===== src/rtl/weighted_server_task_dispatch_top_assert.svh =====
// ----------------------------------------------------------------------------
// Assertion macros for the weighted server task dispatch block.
// Each macro builds one labeled concurrent assertion, disabled while rst_n is low.
// ----------------------------------------------------------------------------
`ifndef WEIGHTED_SERVER_TASK_DISPATCH_TOP_ASSERT_SVH
`define WEIGHTED_SERVER_TASK_DISPATCH_TOP_ASSERT_SVH

// Same-cycle implication.
`define WSTD_ASSERT_IMP(name, clk, rst_n, ante, cons) \
    name: assert property (@(posedge clk) disable iff (!rst_n) (ante) |-> (cons)) \
        else $error("wstd: same-cycle check failed");

// Next-cycle implication.
`define WSTD_ASSERT_NXT(name, clk, rst_n, ante, cons) \
    name: assert property (@(posedge clk) disable iff (!rst_n) (ante) |=> (cons)) \
        else $error("wstd: next-cycle check failed");

`endif


===== src/rtl/wstd_pkg.sv =====
// ----------------------------------------------------------------------------
// wstd_pkg
// Constants, types and helper functions shared by the dispatch cells and top.
// ----------------------------------------------------------------------------
`default_nettype none

package wstd_pkg;

    localparam int SERVERS   = 16;
    localparam int TIME_BITS = 48;

    localparam int IDX_W   = (SERVERS > 1) ? $clog2(SERVERS) : 1;
    localparam int SLOT_W  = 4;
    localparam int WGT_W   = 20;
    localparam int DUR_W   = 20;
    localparam int START_W = 48;

    localparam int IN_BITS    = SLOT_W + WGT_W + DUR_W;
    localparam int IN_DATA_W  = ((IN_BITS + 7) / 8) * 8;
    localparam int OUT_BITS   = SLOT_W + START_W;
    localparam int OUT_DATA_W = ((OUT_BITS + 7) / 8) * 8;

    localparam int SUM_W = ((TIME_BITS > DUR_W) ? TIME_BITS : DUR_W) + 1;
    localparam int EXT_W = IDX_W + SLOT_W;

    localparam logic [TIME_BITS-1:0] TIME_MAX = '1;

    localparam logic MODE_LOAD = 1'b0;
    localparam logic MODE_TASK = 1'b1;

    typedef logic [TIME_BITS-1:0] t_time;
    typedef logic [IDX_W-1:0]     t_idx;
    typedef logic [WGT_W-1:0]     t_wgt;

    // Search record that travels down the cell row.
    typedef struct packed {
        logic  vld;
        logic  found;
        t_wgt  fw;
        t_idx  fidx;
        logic  bany;
        t_time bb;
        t_wgt  bw;
        t_idx  bidx;
    } t_rec;

    // Write broadcast from the top to all cells.
    typedef struct packed {
        logic  busy_we;
        logic  wgt_we;
        t_idx  idx;
        t_time busy;
        t_wgt  wgt;
    } t_upd;

    typedef enum logic [2:0] {
        ST_IDLE = 3'b001,
        ST_SCAN = 3'b010,
        ST_FIN  = 3'b100
    } t_state;

    function automatic t_time sat_add(input t_time a, input logic [DUR_W-1:0] d);
        logic [SUM_W-1:0] s;
        s = SUM_W'(a) + SUM_W'(d);
        if (s > SUM_W'(TIME_MAX)) begin
            return TIME_MAX;
        end
        return s[TIME_BITS-1:0];
    endfunction

    function automatic logic [SLOT_W-1:0] idx_to_slot(input t_idx idx);
        logic [EXT_W-1:0] e;
        e = {{SLOT_W{1'b0}}, idx};
        return e[SLOT_W-1:0];
    endfunction

    function automatic logic [START_W-1:0] time_to_start(input t_time t);
        logic [TIME_BITS+START_W-1:0] e;
        e = {{START_W{1'b0}}, t};
        return e[START_W-1:0];
    endfunction

endpackage

`default_nettype wire


===== src/rtl/wstd_cell.sv =====
// ----------------------------------------------------------------------------
// wstd_cell
// One server: holds its weight and busy-until time, folds itself into the
// passing search record and hands the record to the next cell.
// ----------------------------------------------------------------------------
`default_nettype none

module wstd_cell (
    input  wire logic             i_clk,
    input  wire logic             i_rst_n,
    input  wire wstd_pkg::t_idx   i_cell_idx,
    input  wire wstd_pkg::t_time  i_t,
    input  wire wstd_pkg::t_rec   i_rec,
    input  wire wstd_pkg::t_upd   i_upd,
    output wstd_pkg::t_rec        o_rec
);

    wstd_pkg::t_wgt  r_wgt;
    wstd_pkg::t_time r_busy;
    wstd_pkg::t_rec  r_rec;
    wstd_pkg::t_rec  n_rec;

    logic is_free;
    logic take_f;
    logic take_b;

    always_comb begin
        is_free = (r_busy <= i_t);
        take_f  = is_free && (!i_rec.found || (r_wgt < i_rec.fw));
        take_b  = !i_rec.bany || (r_busy < i_rec.bb) ||
                  ((r_busy == i_rec.bb) && (r_wgt < i_rec.bw));
        n_rec      = i_rec;
        n_rec.bany = 1'b1;
        if (take_f) begin
            n_rec.found = 1'b1;
            n_rec.fw    = r_wgt;
            n_rec.fidx  = i_cell_idx;
        end
        if (take_b) begin
            n_rec.bb   = r_busy;
            n_rec.bw   = r_wgt;
            n_rec.bidx = i_cell_idx;
        end
    end

    always_ff @(posedge i_clk) begin
        if (!i_rst_n) begin
            r_wgt  <= '0;
            r_busy <= '0;
            r_rec  <= '0;
        end else begin
            r_rec <= n_rec;
            if (i_upd.wgt_we && (i_upd.idx == i_cell_idx)) begin
                r_wgt <= i_upd.wgt;
            end
            if (i_upd.busy_we && (i_upd.idx == i_cell_idx)) begin
                r_busy <= i_upd.busy;
            end
        end
    end

    assign o_rec = r_rec;

endmodule

`default_nettype wire


===== config.mk =====
export PLATFORM = sky130hd
export DESIGN_NAME = wstd_cell
export DESIGN_NICKNAME = d
export VERILOG_FILES = /design/src/rtl/weighted_server_task_dispatch_top_assert.svh /design/src/rtl/wstd_pkg.sv /design/src/rtl/wstd_cell.sv
export SDC_FILE = /design/constraint.sdc
export NUM_CORES = 1
export LEC_CHECK = 0
export BUFFER_PORTS_ARGS = -buffer_cell sky130_fd_sc_hd__buf_2
export CAP_MARGIN = 40
export CELL_PAD_IN_SITES_DETAIL_PLACEMENT = 1
export CELL_PAD_IN_SITES_GLOBAL_PLACEMENT = 2
export CORE_MARGIN = 4
export CORE_UTILIZATION = 29
export CTS_CLUSTER_DIAMETER = 100
export DETAILED_ROUTE_END_ITERATION = 16
export PLACE_DENSITY_LB_ADDON = 0.12
export SETUP_SLACK_MARGIN = 0.4
export SLEW_MARGIN = 0
export SYNTH_ARGS = -nofsm -noshare
export SYNTH_HDL_FRONTEND = slang
export SYNTH_SLANG_ARGS = --single-unit

===== constraint.sdc =====
create_clock -name i_clk -period 2.9 [get_ports i_clk]
set_input_delay 0.58 -clock i_clk [delete_from_list [all_inputs] [get_ports i_clk]]
set_output_delay 0.58 -clock i_clk [all_outputs]
set_load 0.02 [all_outputs]

# Word-level counts from Yosys, hierarchy flattened
# Index checks and enable logic that the tools add are counted.
# word_totals
reg_bits	167
inputBits	227
output_inout_bits	99
word_cells	28
# classes
n_lt_le_gt_ge	4
n_eq_ne	2
mux	3
reduce_logical	9
# ops
op	count
two-way mux 73 bit	1
two-way mux 72 bit	1
== test 48 bit	1
less-or-equal comparator 48 bit	1
< comparator 48 bit	1
< comparator 20 bit	2
two-way mux 25 bit	1
== test 4 bit	1
logical AND 1 bit	4
logical OR 1 bit	3
logical NOT 1 bit	2

# Depth between registers and ports, before layout
# Gate-level depths: netlist of the first run.
# logic_depth
word_depth	5
depth_mapped	11
depth_no_buf	9

# Worst setup path before layout of the first run
# Ideal clock, no wire load.
# synth_timing
path_type	in2reg
start	in i_t[29]
end	reg r_rec, in the netlist o_rec[75]
setup_time_ns	0.072
t_arrival_ns	2.641
required_time_ns	2.828
slack_ns	0.187
stages	10
cell_sequence	inv_1 -> ha_1 -> a21o_1 -> a21o_1 -> a221oi_2 -> o21ai_1 -> a211o_1 -> a211oi_4 -> buf_6 -> mux2i_1
# synth_between
elab_chain_len	3
# synth_lines
element	line	text
start: declaration	wstd_cell.sv:12	input wire wstd_pkg::t_time i_t,
less-or-equal comparator 48 bit	wstd_cell.sv:28	is_free = (r_busy <= i_t);
logical AND 1 bit	wstd_cell.sv:29	take_f = is_free && (!i_rec.found || (r_wgt < i_rec.fw));
two-way mux 25 bit	wstd_cell.sv:34	if (take_f) begin
end signal: assignment	wstd_cell.sv:52	r_rec <= n_rec;
end: declaration	wstd_cell.sv:20	wstd_pkg::t_rec r_rec;
# Every way passes these cells.
# A chain may end at the register's enable or synchronous reset.

# Final worst setup path of the first run
# layout_timing
start	reg r_busy[34]
end	reg r_rec, in the netlist o_rec[89]
# layout_between
elab_chain_len	3
# layout_lines
element	line	text
start: declaration	wstd_cell.sv:19	wstd_pkg::t_time r_busy;
start signal: assignment	wstd_cell.sv:57	r_busy <= i_upd.busy;
less-or-equal comparator 48 bit	wstd_cell.sv:28	
logical AND 1 bit	wstd_cell.sv:29	
two-way mux 25 bit	wstd_cell.sv:34	
# Every way passes these cells.

==> results of run 1 <==
-- worst max-delay path, cell delays in order, from the launching register on --
cell and delay, ns:
dfxtp_4 0.37, ha_4 0.21, nand4_1 0.20, buf_4 0.17, buf_4 0.09, buf_4 0.09, buf_6 0.09, nor4_2 0.03
buf_4 0.12, a211o_1 0.34, a211oi_4 0.27, buf_6 0.18, buf_12 0.15, mux2i_4 0.22
-- synth_stat cells, types with 3 or more instances --
cell type	n
nand2_1	302
dfxtp_1	167
inv_1	138
ha_1	134
mux2i_1	116
a21oi_1	52
a21boi_0	48
clkbuf_1	38
nor2b_1	24
nand4_1	21
o21ai_0	21
a21o_1	15
nand3_1	11
nor2_1	10
buf_2	8
nor4_1	8
a221oi_1	4
xor2_1	4
a211oi_1	3
and2_1	3
nand2b_1	3
-- power by group --
| group | leakage, nW | internal, mW | switching [mW] | total (mW) |
|---|---|---|---|---|
| sequential | 1.37 | 2.33 | 0.0319 | 2.36 |
| combinational | 5.32 | 0.356 | 0.427 | 0.783 |
| clock | 0.292 | 1.36 | 1.02 | 2.38 |
| total | 6.99 | 4.05 | 1.48 | 5.53 |
-- cell type report --
cell class,count,area (µm²),area share
sequential,167,3420,0.248
inverter,138,526,0.0381
tap,442,553,0.0401
clock buffer,21,480,0.0348
timing repair buffer,394,2500,0.181
multi-input combinational,801,6200,0.449
clock inverter,11,120,0.00870
antenna,2,5.00,0.000362
-- path summary, 6_finish.rpt --
| kind | start | end | slack, ns | cells after the start |
|---|---|---|---|---|
| setup reg to reg | r_busy[34]$_SDFFE_PN0P_ | o_rec[89]$_SDFF_PN0_ | 0.28 | 13 |
| hold reg to reg | r_busy[22]$_SDFFE_PN0P_ | o_rec[46]$_SDFF_PN0_ | 0.49 | 2 |
| hold / removal | i_rec[98] | o_rec[98]$_SDFF_PN0_ | 0.35 | 2 |
| setup / recovery | r_busy[34]$_SDFFE_PN0P_ | o_rec[89]$_SDFF_PN0_ | 0.28 | 13 |
-- cell families (layout without fill, tap and decap cells) --
group	count (synthesis)	in the layout
adders and majority gates	134	134
and+or+nand+nor	387	387
xor gates and xnor gates	4	4
other	0	2
muxes	116	116
buffers and inverters	186	564
DFF	167	167
AOI/OAI and AO/OA	160	160
-- metal layers --
metal,wire length [µm],up-vias,share of wire
li1,-,4565,-
met1,15600,4206,0.44
met2,17500,194,0.49
met3,1850,36,0.052
met4,431,12,0.012
met5,71,-,0.0020
-- registers in the layout, indices dropped and copies added (netlist names) --
signal and cells:
o_rec 99, r_busy 48, r_wgt 20
-- repair_timing --
action / CTS / global route
resized for setup: 90 / 49
cloned: 6 / 4
buffers inserted: 17 / 8
endpoints found under the setup margin: 97 / 96
pin swaps: 26 / 8
==> impl_metrics.env, run 1 <==
export IMPL_min_period_ns=2.62
export IMPL_gp_congestion=0.802
export IMPL_crit_path_max_fanout=6
export IMPL_setup_viol=0
export IMPL_async_reset_ff_frac=0
export IMPL_wl_per_cell_um=17.9
export IMPL_tightest_slew_ns=0.494
export IMPL_crit_required_ns=3.27
export IMPL_place_inst=1907
export IMPL_place_ws_ns=-0.207
export IMPL_synth_area_leaders="dfxtp_1 (35%), ha_1 (17%), mux2i_1 (12%), nand2_1 (12%), inv_1 (5.4%)"
export IMPL_stdcell_count=1976
export IMPL_finalHoldViolCount=0
export IMPL_cp_arrival_ns=2.99
export IMPL_fillers=3896
export IMPL_final_common_cell="buf_2"
export IMPL_postLayoutCoreUtil=0.423
export IMPL_netlist_area_mm2=0.00962
export IMPL_clockRootBuffer="clkbuf_16"
export IMPL_synth_ff_type="dfxtp_1"
export IMPL_grt_busiest_layer="met2"
export IMPL_htreeDepth=4
export IMPL_dr_pass1_iters=6
export IMPL_synth_fp_nets=1515
export IMPL_grt_use_total=0.190
export IMPL_layout_common_cells="buf_2 (324), nand2_1 (297), inv_1 (137)"
export IMPL_holdWs_ns=0.352
export IMPL_avgSynthCellArea_um2=8.33
export IMPL_fin_ws_ns=0.282
export IMPL_numCtsBuffers=17
export IMPL_synth_xor_area_share=0.00364
export IMPL_synthSimpleGateAreaFrac=0.169
export IMPL_nNetsFinal=1880
export IMPL_dpl_hpwl_mm=26.1
export IMPL_clkTransAtPathRegs_ns=0.07
export IMPL_drive_above_1_share=0.346
export IMPL_num_rows=66
export IMPL_max_clock_freq_mhz=382
export IMPL_use_met1=0.234
export IMPL_die_y_um=190
export IMPL_power_total_mw=5.53
export IMPL_skew_ns=0.0119
export IMPL_holdBufCountCts=0
export IMPL_dpl_instance_area_mm2=0.0120
export IMPL_clk_latency_ns=0.44
export IMPL_synth_adder_area_share=0.174
export IMPL_power_density_mw_per_mm2=400
export IMPL_wl_mm=35.4
export IMPL_stdcell_area_mm2=0.0138
export IMPL_synth_compound_area_frac=0.109
export IMPL_coreArea_mm2=0.0326
export IMPL_run_status="finished clean"
export IMPL_cts_max_path_buffers=2
export IMPL_vias_per_cell=4.56
export IMPL_port_buffers=325
export IMPL_synth_top_family_by_area="adder cells"
export IMPL_grt_max_degree=95
export IMPL_p_leak_nw=6.99
export IMPL_start_util=0.295
export IMPL_ant_nets=0
export IMPL_clock_sinks=167
export IMPL_start_kind="flop"
export IMPL_seq_area_frac_synth=0.348
export IMPL_grt_antenna_before_repair=8
export IMPL_synth_area_mux_share=0.121
export IMPL_worstHoldPathType="in -> reg"
export IMPL_first_iter_violations=233
export IMPL_die_w_um=190
export IMPL_drc=0
export IMPL_cts_tree="yes"
export IMPL_grt_util_met3=0.0532
export IMPL_end_kind="flop"
export IMPL_slew_headroom=0.671
export IMPL_grt_pass1_vias=9649
export IMPL_ys_ff_latch=167
export IMPL_rsz0062_at_grt="true"
export IMPL_drv_slew=0
export IMPL_syn_to_final_growth_pct=43.6
export IMPL_grt_use_met2=0.334
export IMPL_pin_count=326
export IMPL_setup_tns_ns=0
export IMPL_yosysWarnings=0
export IMPL_overflow=0
export IMPL_synth_edff_count=0
export IMPL_synth_top_area_frac=0.348
export IMPL_synth_top_area_cell="dfxtp_1"
export IMPL_ir_worst_vdd_mv=0.402
export IMPL_grt_pass1_wl_mm=53.5
export IMPL_yosysUniqueCellTypes=38
export IMPL_path_class="reg -> reg"
export IMPL_num_vias=9013
export IMPL_maxCapViolations=0
export IMPL_die_area_mm2=0.0361
export IMPL_period_share=0.903
export IMPL_syn_inst=1154
Note: power is estimated with default switching activity, not from simulation.
==> run 2, diff against run 1 <==
--- a/config.mk
+++ b/config.mk
@@ -13,7 +13,7 @@
 export CORE_UTILIZATION = 29
 export CTS_CLUSTER_DIAMETER = 100
 export DETAILED_ROUTE_END_ITERATION = 16
-export PLACE_DENSITY_LB_ADDON = 0.12
+export PLACE_DENSITY = 0.81
 export SETUP_SLACK_MARGIN = 0.4
 export SLEW_MARGIN = 0
 export SYNTH_ARGS = -nofsm -noshare
==> run 2 against run 1 <==
Clock power up 8%. Register-to-register slack worse by 0.07 ns. Clock skew is 0.0028 ns lower. Sequential share of layout area grew 0.26 points. Largest cell class unchanged. Critical path depth is 1 lower. Via count is 2.1% higher. Power increased by 3.2%. Global-route usage rose by 0.66 points. Worst setup slack got worse by 0.066 ns. First-iteration DRC count shrank 15%. Combinational power fell by 2%. Utilization is 0.80 points lower.
==> impl_metrics.env, run 2 (synthesis results as in run 1) <==
export IMPL_grt_pass1_wl_mm=55.1
export IMPL_die_area_mm2=0.0361
export IMPL_pin_count=326
export IMPL_start_kind="flop"
export IMPL_p_leak_nw=6.99
export IMPL_die_y_um=190
export IMPL_cpPeakStageDelay_ns=0.44
export IMPL_grt_use_total=0.197
export IMPL_grt_max_degree=75
export IMPL_end_kind="flop"
export IMPL_cp_arrival_ns=3.02
export IMPL_path_buf_inv=5
export IMPL_worstHoldPathType="in -> reg"
export IMPL_gp_congestion=0.798
export IMPL_crit_family="simple AND/OR/NAND/NOR gates"
export IMPL_max_clock_freq_mhz=373
export IMPL_port_buffers=325
export IMPL_rrSetupSlack_ns=0.22
export IMPL_postLayoutCoreUtil=0.415
export IMPL_drv_slew=0
export IMPL_grt_pass1_vias=9903
export IMPL_fin_ws_ns=0.217
export IMPL_stdcell_area_mm2=0.0135
export IMPL_path_cells="ha_4 -> nand4_1 -> nor4_4 -> nand3_2 -> buf_6 -> o31ai_4 -> buf_4 -> a32oi_4 -> buf_12 -> buf_12 -> buf_16 -> mux2i_1"
export IMPL_grt_antenna_before_repair=20
export IMPL_rsz0062_at_grt="true"
export IMPL_htreeDepth=4
export IMPL_die_w_um=190
export IMPL_num_rows=66
export IMPL_wl_mm=36.1
export IMPL_syn_to_final_growth_pct=40.9
export IMPL_power_total_mw=5.70
export IMPL_start_util=0.295
export IMPL_setup_viol=0
export IMPL_worst_path_stages=12
export IMPL_setup_tns_ns=0
export IMPL_slew_headroom=0.634
export IMPL_num_vias=9202
export IMPL_crit_top_cell="buf_12"
export IMPL_overflow=0
export IMPL_run_status="finished clean"
export IMPL_period_share=0.925
export IMPL_multi_input_area_mm2=0.00594
export IMPL_cts_tree="yes"
export IMPL_tightest_slew_ns=0.548
export IMPL_coreArea_mm2=0.0326
export IMPL_stdcell_count=1981
export IMPL_min_period_ns=2.68
export IMPL_crit_path_top_delay_cell="nor4_4"
export IMPL_whs_path_depth=2
export IMPL_skew_ns=0.00913
export IMPL_numCtsBuffers=17
export IMPL_clock_sinks=167
export IMPL_crit_required_ns=3.23
export IMPL_holdWs_ns=0.345
export IMPL_finalHoldViolCount=0
export IMPL_reg2reg_to="o_rec[48]$_SDFF_PN0_"
export IMPL_dpl_hpwl_mm=26.6
export IMPL_vias_per_cell=4.65
export IMPL_dpl_instance_area_mm2=0.0120
export IMPL_clockRootBuffer="clkbuf_16"
export IMPL_nNetsFinal=1879
export IMPL_maxCapViolations=0
export IMPL_ant_nets=0
export IMPL_register_area_mm2=0.00339
export IMPL_largest_reg_flops=99
export IMPL_min_to="o_rec[98]$_SDFF_PN0_"
export IMPL_min_from="i_rec[98]"
export IMPL_place_ws_ns=-0.579
export IMPL_dr_pass1_iters=4
export IMPL_layout_common_cells="buf_2 (325), nand2_1 (299), dfxtp_1 (144)"
export IMPL_ir_worst_vdd_mv=0.410
export IMPL_drive_above_1_share=0.322
export IMPL_crit_path_max_fanout=7
export IMPL_r2r_cells=12
export IMPL_wl_per_cell_um=18.2
export IMPL_clk_latency_ns=0.45
export IMPL_power_density_mw_per_mm2=421
export IMPL_final_common_cell="buf_2"
export IMPL_first_iter_violations=199
export IMPL_holdBufCountCts=0
export IMPL_drc=0
export IMPL_clkTransAtPathRegs_ns=0.08
export IMPL_path_class="reg -> reg"
export IMPL_place_inst=1907
export IMPL_r2r_start="r_busy[47]$_SDFFE_PN0P_"
export IMPL_fillers=3962
export IMPL_cts_max_path_buffers=2
[run 2: cell types whose count changed in the layout (fill, tap and decap cells not counted), moves of 4 or more]
cell      before  now
clkinv_2       4    0
dfxtp_4       13    8
diode_2        2    8
inv_6          2    6
clkbuf_8       4    0
ha_4          31   18
ha_1         103  116
dfxtp_2       23   15
dfxtp_1      131  144
[run 2: repair_timing]
item | in CTS | in global routing
resized for setup | 62 | 28
cloned | 7 | 1
endpoints found under the setup margin | 96 | 96
pin swaps | 20 | 16
setup buffers | 19 | 7
[run 2: where the power goes]
| group | switching (mW) | total [mW] | internal, mW |
|---|---|---|---|
| registers | 0.0315 | 2.36 | 2.33 |
| clock network | 1.10 | 2.57 | 1.47 |
| logic | 0.419 | 0.767 | 0.348 |
[run 2: how the worst max path moves through the flow]
| stage | from | to | slack, ns |
|---|---|---|---|
| 6_report | r_busy[47]$_SDFFE_PN0P_ | o_rec[48]$_SDFF_PN0_ | 0.22 |
| 5_1_grt | r_busy[47]$_SDFFE_PN0P_ | o_rec[47]$_SDFF_PN0_ | 0.1 |
| 4_1_cts | r_busy[44]$_SDFFE_PN0P_ | o_rec[3]$_SDFF_PN0_ | 0.21 |
| 3_5_place_dp | i_rec[67] | o_rec[19]$_SDFF_PN0_ | -0.58 |
| 3_3_place_gp | i_rec[65] | o_rec[64]$_SDFF_PN0_ | -0.44 |
| 2_1_floorplan | i_rec[67] | o_rec[0]$_SDFF_PN0_ | 0.33 |
[run 2: area by class of cell]
class	instances	share of cell area
clock inverters	14	0.0154
clock buffers	18	0.0317
flip-flops and latches	167	0.250
well taps	442	0.0408
multi-input cells	801	0.438
inverters	138	0.0388
repair buffers	393	0.183
diodes	8	0.00148
[run 2: metal layers]
| metal | vias up | global-route usage | share of wire |
|---|---|---|---|
| li1 | 4574 | - | - |
| met1 | 4343 | 0.238 | 0.43 |
| met2 | 211 | 0.341 | 0.49 |
| met3 | 54 | 0.0589 | 0.058 |
| met4 | 20 | 0.0537 | 0.018 |
| met5 | - | 0 | 0.0028 |
